$ cat src/rtl/arpc_pkg.sv
// ----------------------------------------------------------------------------
// arpc_pkg
// Types and constants shared by the ARP responder and its IP-to-MAC cache.
// ----------------------------------------------------------------------------
package arpc_pkg;

    localparam int TABLE_ENTRIES_DEF = 16;

    localparam logic [15:0] OP_REQUEST  = 16'd1;
    localparam logic [15:0] OP_REPLY    = 16'd2;
    localparam logic [15:0] PTYPE_IPV4  = 16'h0800;
    localparam logic [7:0]  HW_ADDR_LEN = 8'd6;

    localparam int IP_W  = 32;
    localparam int MAC_W = 48;
    localparam int ENT_W = IP_W + MAC_W;

    // configuration register indexes
    localparam logic CFG_STN_IP  = 1'b0;
    localparam logic CFG_STN_MAC = 1'b1;

    // command codes
    localparam logic CMD_PACKET  = 1'b0;
    localparam logic CMD_RESOLVE = 1'b1;

    typedef enum logic [2:0] {
        ST_IGNORED = 3'd0,
        ST_LEARNED = 3'd1,
        ST_REPLY   = 3'd2,
        ST_FULL    = 3'd3,
        ST_HIT     = 3'd4,
        ST_MISS    = 3'd5
    } t_status;

    typedef struct packed {
        logic              command;
        logic [15:0]       arp_opcode;
        logic [15:0]       hardware_type;
        logic [IP_W-1:0]   src_ip;
        logic [MAC_W-1:0]  src_mac;
        logic [IP_W-1:0]   dst_ip;
    } t_in_item;

    typedef struct packed {
        logic [2:0]        status;
        logic [MAC_W-1:0]  resolved_mac;
        logic [15:0]       reply_hardware_type;
        logic [MAC_W-1:0]  reply_target_mac;
        logic [IP_W-1:0]   reply_target_ip;
    } t_out_item;

    // controller to datapath
    typedef struct packed {
        logic start;
        logic scan;
        logic commit;
    } t_dp_cmd;

    // datapath to controller
    typedef struct packed {
        logic skip;
        logic hit;
        logic scan_done;
        logic out_free;
    } t_dp_stat;

endpackage

$ cat src/rtl/arpc_ram.sv
// ----------------------------------------------------------------------------
// arpc_ram
// Generic single-write, single-read RAM with registered read data.
// ----------------------------------------------------------------------------
module arpc_ram #(
    parameter int W = 8,
    parameter int D = 16,
    localparam int AW = (D > 1) ? $clog2(D) : 1
) (
    input  logic          i_clk,
    input  logic          i_we,
    input  logic [AW-1:0] i_waddr,
    input  logic [W-1:0]  i_wdata,
    input  logic [AW-1:0] i_raddr,
    output logic [W-1:0]  o_rdata
);

    logic [W-1:0] r_mem [D];
    logic [W-1:0] r_rdata;

    always_ff @(posedge i_clk) begin
        if (i_we) begin
            r_mem[i_waddr] <= i_wdata;
        end
        r_rdata <= r_mem[i_raddr];
    end

    assign o_rdata = r_rdata;

endmodule

$ cat src/rtl/arpc_ctrl.sv
// ----------------------------------------------------------------------------
// arpc_ctrl
// Sequencer: takes an item, runs the cache scan, then commits the result.
// ----------------------------------------------------------------------------
module arpc_ctrl
    import arpc_pkg::*;
(
    input  logic     i_clk,
    input  logic     i_rst_n,
    input  logic     i_in_valid,
    output logic     o_in_stall,
    input  t_dp_stat i_stat,
    output t_dp_cmd  o_cmd
);

    typedef enum logic [2:0] {
        S_IDLE = 3'b001,
        S_SCAN = 3'b010,
        S_FIN  = 3'b100
    } t_state;

    t_state r_state;
    t_state n_state;

    always_ff @(posedge i_clk) begin
        if (!i_rst_n) begin
            r_state <= S_IDLE;
        end else begin
            r_state <= n_state;
        end
    end

    always_comb begin
        n_state      = r_state;
        o_cmd        = '0;
        unique case (r_state)
            S_IDLE: begin
                if (i_in_valid) begin
                    o_cmd.start = 1'b1;
                    n_state     = S_SCAN;
                end
            end
            S_SCAN: begin
                o_cmd.scan = 1'b1;
                if (i_stat.skip || i_stat.hit || i_stat.scan_done) begin
                    n_state = S_FIN;
                end
            end
            S_FIN: begin
                // wait until the output register can take the result
                if (i_stat.out_free) begin
                    o_cmd.commit = 1'b1;
                    n_state      = S_IDLE;
                end
            end
            default: begin
                n_state = S_IDLE;
            end
        endcase
    end

    assign o_in_stall = (r_state != S_IDLE);

endmodule

$ cat src/rtl/arpc_dp.sv
// ----------------------------------------------------------------------------
// arpc_dp
// Datapath: item and config registers, cache table, scan, result register.
// ----------------------------------------------------------------------------
module arpc_dp
    import arpc_pkg::*;
#(
    parameter int TABLE_ENTRIES = TABLE_ENTRIES_DEF
) (
    input  logic             i_clk,
    input  logic             i_rst_n,
    input  logic             i_cfg_we,
    input  logic             i_cfg_index,
    input  logic [MAC_W-1:0] i_cfg_data,
    input  t_in_item         i_in_data,
    input  logic             i_out_stall,
    output logic             o_out_valid,
    output t_out_item        o_out_data,
    input  t_dp_cmd          i_cmd,
    output t_dp_stat         o_stat
);

    localparam int AW = (TABLE_ENTRIES > 1) ? $clog2(TABLE_ENTRIES) : 1;
    localparam int CW = $clog2(TABLE_ENTRIES + 1);
    localparam logic [CW-1:0] FULL_COUNT = CW'(TABLE_ENTRIES);

    logic [IP_W-1:0]  r_stn_ip;
    logic [MAC_W-1:0] r_stn_mac;
    t_in_item         r_item;
    logic [CW-1:0]    r_count;
    logic [CW-1:0]    r_rd_idx;
    logic             r_cmp_vld;
    logic             r_found;
    logic [MAC_W-1:0] r_found_mac;
    logic             r_out_vld;
    t_out_item        r_out;

    logic [ENT_W-1:0] rd_data;
    logic [IP_W-1:0]  key;
    logic             for_us;
    logic             full;
    logic             issue;
    logic             hit;
    logic             wr_en;
    t_out_item        n_out;

    assign key    = (r_item.command == CMD_RESOLVE) ? r_item.dst_ip : r_item.src_ip;
    assign for_us = (r_item.dst_ip == r_stn_ip);
    assign full   = (r_count == FULL_COUNT);
    assign issue  = i_cmd.scan && (r_rd_idx < r_count);
    assign hit    = r_cmp_vld && (rd_data[ENT_W-1:MAC_W] == key);
    assign wr_en  = i_cmd.commit && (r_item.command == CMD_PACKET) && for_us
                    && !r_found && !full;

    arpc_ram #(
        .W (ENT_W),
        .D (TABLE_ENTRIES)
    ) u_table (
        .i_clk   (i_clk),
        .i_we    (wr_en),
        .i_waddr (r_count[AW-1:0]),
        .i_wdata ({r_item.src_ip, r_item.src_mac}),
        .i_raddr (r_rd_idx[AW-1:0]),
        .o_rdata (rd_data)
    );

    // configuration
    always_ff @(posedge i_clk) begin
        if (!i_rst_n) begin
            r_stn_ip  <= '0;
            r_stn_mac <= '0;
        end else if (i_cfg_we) begin
            unique case (i_cfg_index)
                CFG_STN_IP:  r_stn_ip  <= i_cfg_data[IP_W-1:0];
                CFG_STN_MAC: r_stn_mac <= i_cfg_data;
                default: ;
            endcase
        end
    end

    // item capture and scan pointers
    always_ff @(posedge i_clk) begin
        if (i_cmd.start) begin
            r_item <= i_in_data;
        end
    end

    always_ff @(posedge i_clk) begin
        if (!i_rst_n) begin
            r_rd_idx  <= '0;
            r_cmp_vld <= 1'b0;
            r_found   <= 1'b0;
            r_count   <= '0;
        end else begin
            if (i_cmd.start) begin
                r_rd_idx  <= '0;
                r_cmp_vld <= 1'b0;
                r_found   <= 1'b0;
            end else if (i_cmd.scan) begin
                // read data is registered: it arrives in the cycle after its address
                r_cmp_vld <= issue;
                if (issue) begin
                    r_rd_idx <= r_rd_idx + 1'b1;
                end
                if (hit && !r_found) begin
                    r_found <= 1'b1;
                end
            end
            if (wr_en) begin
                r_count <= r_count + 1'b1;
            end
        end
    end

    always_ff @(posedge i_clk) begin
        if (i_cmd.scan && hit && !r_found) begin
            r_found_mac <= rd_data[MAC_W-1:0];
        end
    end

    // result
    always_comb begin
        n_out = '0;
        priority if (r_item.command == CMD_RESOLVE) begin
            if (r_found) begin
                n_out.status       = ST_HIT;
                n_out.resolved_mac = r_found_mac;
            end else begin
                n_out.status = ST_MISS;
            end
        end else if (!for_us) begin
            n_out.status = ST_IGNORED;
        end else if (!r_found && full) begin
            n_out.status = ST_FULL;
        end else if (r_item.arp_opcode == OP_REQUEST) begin
            n_out.status              = ST_REPLY;
            n_out.reply_hardware_type = r_item.hardware_type;
            n_out.reply_target_mac    = r_item.src_mac;
            n_out.reply_target_ip     = r_item.src_ip;
        end else begin
            n_out.status = ST_LEARNED;
        end
    end

    always_ff @(posedge i_clk) begin
        if (!i_rst_n) begin
            r_out_vld <= 1'b0;
        end else if (i_cmd.commit) begin
            r_out_vld <= 1'b1;
        end else if (!i_out_stall) begin
            r_out_vld <= 1'b0;
        end
    end

    always_ff @(posedge i_clk) begin
        if (i_cmd.commit) begin
            r_out <= n_out;
        end
    end

    assign o_out_valid      = r_out_vld;
    assign o_out_data       = r_out;
    assign o_stat.skip      = (r_item.command == CMD_PACKET) && !for_us;
    assign o_stat.hit       = hit || r_found;
    assign o_stat.scan_done = !r_cmp_vld && (r_rd_idx >= r_count) && i_cmd.scan;
    assign o_stat.out_free  = !r_out_vld || !i_out_stall;

endmodule

$ cat src/rtl/arp_responder_with_cache.sv
// ARP responder with a learned IP-to-MAC cache. One item is worked on at a
// time; a new item is taken in the cycle after the previous result has been
// loaded into the output register. A packet not addressed to this station, or
// any item while the table is empty, has its result formed without reading
// the table. Otherwise the cache table, a RAM with registered read, is swept
// one entry per cycle in insertion order until the first match or the end
// of the filled entries. A stalled result keeps the input held off until the
// output register frees.
// ----------------------------------------------------------------------------
// arp_responder_with_cache
// Top level: ARP packet handling and IP resolve against an append-only cache.
// ----------------------------------------------------------------------------
module arp_responder_with_cache
    import arpc_pkg::*;
#(
    parameter int TABLE_ENTRIES = TABLE_ENTRIES_DEF
) (
    input  logic             i_clk,
    input  logic             i_rst_n,
    input  logic             i_cfg_we,
    input  logic             i_cfg_index,
    input  logic [MAC_W-1:0] i_cfg_data,
    input  logic             i_in_valid,
    output logic             o_in_stall,
    input  t_in_item         i_in_data,
    output logic             o_out_valid,
    input  logic             i_out_stall,
    output t_out_item        o_out_data
);

    t_dp_cmd  cmd;
    t_dp_stat stat;

    arpc_ctrl u_ctrl (
        .i_clk      (i_clk),
        .i_rst_n    (i_rst_n),
        .i_in_valid (i_in_valid),
        .o_in_stall (o_in_stall),
        .i_stat     (stat),
        .o_cmd      (cmd)
    );

    arpc_dp #(
        .TABLE_ENTRIES (TABLE_ENTRIES)
    ) u_dp (
        .i_clk       (i_clk),
        .i_rst_n     (i_rst_n),
        .i_cfg_we    (i_cfg_we),
        .i_cfg_index (i_cfg_index),
        .i_cfg_data  (i_cfg_data),
        .i_in_data   (i_in_data),
        .i_out_stall (i_out_stall),
        .o_out_valid (o_out_valid),
        .o_out_data  (o_out_data),
        .i_cmd       (cmd),
        .o_stat      (stat)
    );

endmodule

$ cat config.mk
export PLATFORM = sky130hd
export DESIGN_NAME = arp_responder_with_cache
export DESIGN_NICKNAME = d
export VERILOG_FILES = /design/src/rtl/arpc_pkg.sv /design/src/rtl/arpc_ram.sv /design/src/rtl/arpc_ctrl.sv /design/src/rtl/arpc_dp.sv /design/src/rtl/arp_responder_with_cache.sv
export SDC_FILE = /design/constraint.sdc
export NUM_CORES = 2
export LEC_CHECK = 0
export BUFFER_PORTS_ARGS = -buffer_cell sky130_fd_sc_hd__buf_2
export CAP_MARGIN = 20
export CORE_MARGIN = 4
export CORE_UTILIZATION = 46
export CTS_BUF_LIST = sky130_fd_sc_hd__clkbuf_16
export DETAILED_ROUTE_END_ITERATION = 10
export RECOVER_POWER = 25
export REMOVE_ABC_BUFFERS = 1
export SYNTH_ARGS = -nofsm -noshare
export SYNTH_HDL_FRONTEND = slang
export SYNTH_HIERARCHICAL = 1
export SYNTH_SLANG_ARGS = --single-unit
$ cat constraint.sdc
create_clock -name i_clk -period 31.2 [get_ports i_clk]
set_input_delay 6.24 -clock i_clk [delete_from_list [all_inputs] [get_ports i_clk]]
set_output_delay 6.24 -clock i_clk [all_outputs]
set_load 0.05 [all_outputs]
# == Word level (Yosys, flattened, before mapping) ==
# Memories as Yosys holds them, arrays and structs flattened. A register that Yosys moved wholly into a read port is not among the register bits.
# Index checks and enable logic that the tools add are counted.
# classes
reduce_logical,30
magnitude_cmp,2
eq_ne,12
n_mux,19
n_addsub,2
n_bitwise,5
# ops
cell,n
$eq A32 B32 Y1,2
$mux W32,1
$mux W3,6
$eq A16 B1 Y1 const B,1
$logic_and A1 B1 Y1,13
$add A5 B1 Y5 const B,2
$mux W1,10
$pmux W3 S3,1
$reduce_and A2 Y1,4
$logic_not A1 Y1,6
$eq A5 B5 Y1 const B,1
$ge A5 B5 Y1,1
$lt A5 B5 Y1,1
$not A1 Y1,5
$logic_or A1 B1 Y1,4
$ne A2 B1 Y1 const B,2
$ne A2 B2 Y1 const B,2
$reduce_or A4 Y1,1
$eq A3 B1 Y1 const B,1
$eq A3 B2 Y1 const B,1
$eq A3 B3 Y1 const B,1
$ne A3 B1 Y1 const B,1
$reduce_and A3 Y1,1
$mux W2,1
$reduce_or A2 Y1,1
# totals
ff_bits,388
in_bits,199
ramBits,1280
memories,1
output_inout_bits,149
word_cells,90
# memory_table
memory,depth,width,read_ports,rd_clocked_by_memory_dff,write_ports,line_no,rtl
u_dp.u_table.r_mem,16,80,1,1,1,arpc_ram.sv:18,logic [W-1:0] r_mem [D];

# == Longest topological paths before layout ==
# logic_depth
depth_word,10
mapped_depth,11
mapped_depth_nobuf,8

# == Cells and area by module ==
# The synthesis kept the hierarchy.
# modules_own_cells
mod,cells_each,seq_area_each_um2,area_each_um2,instances
arpc_ram,2054,40038.4,49437.4,1
arpc_dp,873,11110.7,14248.7,1
arpc_ctrl,16,60.1,171.4,1

# == Worst setup path after synthesis ==
# Ideal clock, no wire load.
# synth_path
path_kind,input port to flip-flop
from,input i_out_stall
to,"memory u_dp/u_table/r_mem[0][0] in the netlist's numbering, enable pin"
n_path_buf,0
required_time_ns,30.584
setup_time_ns,0.616
stages,6
slack_ns,6.627
arrival_ns,23.957
path_cell_list,nand2_1 > nor3b_1 > nand2_1 > nor3_1 > or3b_1 > nor3_1
# synth_lines
element,line_no,rtl
from (decl),arp_responder_with_cache.sv:27,"input logic i_out_stall,"
to (decl),arpc_ram.sv:18,

==> results.md <==
* Status: finished clean
* Wire per inst at 28.26 um
* Area of the core at 137,700 um^2
* Max Fanout on Critical Path at 41
* Most numerous cell in the Yosys netlist: edfxtp_1
* Worst min path class: reg -> reg
* # DRC at 0
* Crit path to: u_dp/u_table/r_mem[15][27]
* Drt total wl at roughly 150 mm
* Tightest Pin Transition at 1.138 ns
* Row count at 136
* #FFs+latches synth at 1,748
* Final Instance Area at 73,250 um^2
* Main combinational cell family by area after synthesis: multiplexers
* R2R Setup Slk at 25.35 ns
* Critical path arrival at around 10 ns
* Port bufs at 331
* Critical setup path kind: in -> reg
* Post-Synthesis Cell Area at 63,860 um^2
* Setup TNS at 0 ns
* Reg2reg start: u_dp/r_item[28]
* Post-synthesis mux area share at 11.87%
* VDD IR max at between 0.04 and 0.05 mV
* Hpwl dp at between 70 and 80 mm
* Synthesized area per cell at ~22 um^2
* Post-CTS Setup Inserts at 0
* Share of cells above drive strength 1 at 27.88%
* Max Clk Rate at 0.1028 GHz
* DIE HEIGHT at 380.6 um
* DR vias/cell at roughly 5.8
* Most used DFF post-synth: edfxtp_1
* Initial antenna violation count at 15
* GPL Wtd Cong at 0.7594
* Max-Cap Viols at 0
* Dpl cell area at 67,710 um^2
* H-Tree Depth at 4
* Post-layout nets at roughly 3,600
* Worst R2R End: u_dp/u_table/r_mem[15][27]
* Worst r2r path cells at 10
* Largest net degree at the start of global routing at 128
* RSZ-0062 raised after global routing: no
* Critical Path Start: i_out_stall
* Hold slack final at around 0.40 ns
* Hold path start: u_dp/u_table/o_rdata[35]
* Post-synth top area share at 76.18%
* Post-route insts no fill at between 5,000 and 6,000
* Slew Limit Fails at 0
* Synth area leader: edfxtp_1
* Sink Count at between 1,500 and 2,000
* Max clock buf depth at 3
* Ys Warns at 6
* Fin crit period at roughly 10 ns
* # hold bufs at CTS at 0
* Area grow syn2layout at 14.71%
* Number of synthesized flops with an enable pin at 1,620
* Final Hold Viols at 0
* Routed vias at 30,730
* First-pass GRT wire length at 217.2 mm
* Iteration-0 DRC Markers at 2,932
* Power Density at 63.39 nW/um^2
* CTS tree: done
* Post-synthesis simple-gate area fraction at under 10%
* Sequential area share after synthesis at about four fifths
* Die Width at 380.6 um
* Leakage at 24.45 nW
* GRT Util Overall at 20.66%
* Rel. slew slack at 24.11%
* Crit. End Element: flop
* Io pins at 348
* Die footprint at roughly 140,000 um^2
* Starting Density at 46.39%
* Top cells by count, synth: 1,620 x edfxtp_1, 320 x mux4_2, 162 x a22oi_1, 162 x nand2_1, 128 x dfxtp_1
* Worst skew pair latency at between 0.7 and 0.8 ns
* Worst EP required at 31.60 ns
* TritonRoute pass-1 iters at 5
* Vias in the first global route at 31,880
* Post-synthesis xor/xnor area fraction at 0.8092%
* Placed Instances at around 5,000
* Post-synthesis async set-or-reset flop share at 0%
* Post-CTS Resized at 0
* CP startpoint kind: primary input
* Final setup violating endpoints at 0
* Area contributors post-synth: edfxtp_1 76%, mux4_2 11%, dfxtp_1 4.0%
* Max Clock Skew at 0.02670 ns
* Adder-cell area share of the yosys netlist at less than 1%
* Antenna viol nets, final at 0
* Period utilization at 31.18%
* CTS buffer count at 177
* GR Overflow Total at 0
* Compound-Gate Fraction of Synth Area at 2.483%
* Synth cell types at 47
* CTS clock-pin slew for the worst setup and hold paths at 0.06 ns
* Clk root buf: clkbuf_16
* Syn Inst Count at around 2,900
-- sequential cells by signal, summed over array words and instances (netlist names) --
| signal | flops |
|---|---|
| u_dp/u_table/r_mem | 1280 |
| u_dp/o_out_data | 147 |
| u_dp/r_item | 145 |
| u_dp/u_table/o_rdata | 80 |
| u_dp/r_found_mac | 48 |
| u_dp/r_stn_ip | 32 |
| u_dp/r_count | 5 |
| u_dp/r_rd_idx | 5 |
| u_ctrl/r_state | 3 |
| u_dp/o_out_valid | 1 |
| u_dp/r_cmp_vld | 1 |
| u_dp/r_found | 1 |
-- metal layers --
metal	track usage (%)	wire length [um]	vias to the layer above
met3	3.555	10780	212
met4	6.625	4236	0
met1	28.88	62350	16330
li1	-	-	12950
met2	33.49	73320	1231
met5	0	0	-
-- power by group --
part / leakage, nW / internal (mW) / switching [mW]
Clock: 2.91 / 1.11 / 0.859
Combinational: 5.49 / 0.0184 / 0.0307
Sequential: 16.0 / 2.58 / 0.0406
Total: 24.4 / 3.71 / 0.930
-- worst max-delay path: stages --
cell and delay (ns):
buf_2 0.11, nand2_1 0.10, nor3b_2 0.38, nand2_1 0.11
nor3_1 0.57, nand3_1 0.44, nor2_4 0.65, buf_4 0.60
buf_4 0.85
-- layout make-up --
class	count	area, um^2
Tap cell	1794	2245
Sequential cell	1748	51220
Antenna cell	9	22.52
Fill cell	10530	64410
Clock buffer	180	4504
Inverter	10	37.54
Clock inverter	151	965.9
Timing Repair Buffer	398	2211
Multi-Input combinational cell	1042	12040
-- placed cells by master (no fill, tap or decap), types with 4 or more instances in the layout --
cell,netlist,routed
mux4_2,320,320
inv_1,10,67
buf_2,31,331
o22ai_1,4,4
buf_4,6,59
clkinv_2,0,34
bufinv_16,0,8
a22oi_1,162,162
mux2i_1,37,37
nor2_4,0,13
nor2_1,25,12
and2_1,98,97
xor2_1,36,36
and3_1,51,49
nor2b_1,8,5
ha_1,8,8
clkbuf_16,0,180
nor4_1,19,19
xnor2_1,23,23
edfxtp_1,1620,1620
clkinv_1,0,38
a21boi_0,32,32
diode_2,0,9
nand2b_1,6,6
nand3_1,4,4
nor3_2,1,5
a21oi_1,6,6
nand4_1,7,7
dfxtp_1,128,125
nand2_1,162,162
-- kinds of logic (layout without fill, tap and decap cells) --
family / Yosys count / count (layout)
other: 0 / 9
xor gates and xnor gates: 59 / 59
and+or+nand+nor: 404 / 404
DFF: 1748 / 1748
buffers and inverters: 153 / 739
AOI/OAI and AO/OA: 214 / 214
adders and majority gates: 8 / 8
muxes: 357 / 357
-- worst min path at each step --
stage | end | slack [ns] | cells after the start
floorplan | u_dp/r_found_mac[0] | 0.39 | 0
global placement | u_dp/r_found_mac[27] | 0.39 | 0
detailed placement | u_dp/r_found_mac[22] | 0.39 | 0
CTS | u_dp/r_found_mac[31] | 0.40 | 0
global route | u_dp/r_found_mac[40] | 0.41 | 0
finish | u_dp/r_found_mac[35] | 0.40 | 0
-- stage by stage --
step	power (mW)	worst slack, ns	utilization (%)
floorplan	2.676	6.627	-
global placement	2.717	20.81	49.18
detailed placement	2.722	20.66	49.18
CTS	4.699	21.52	53.16
global route	4.812	21.29	53.21
finish	4.643	21.47	53.21
Note: power is estimated with default switching activity, not from simulation.
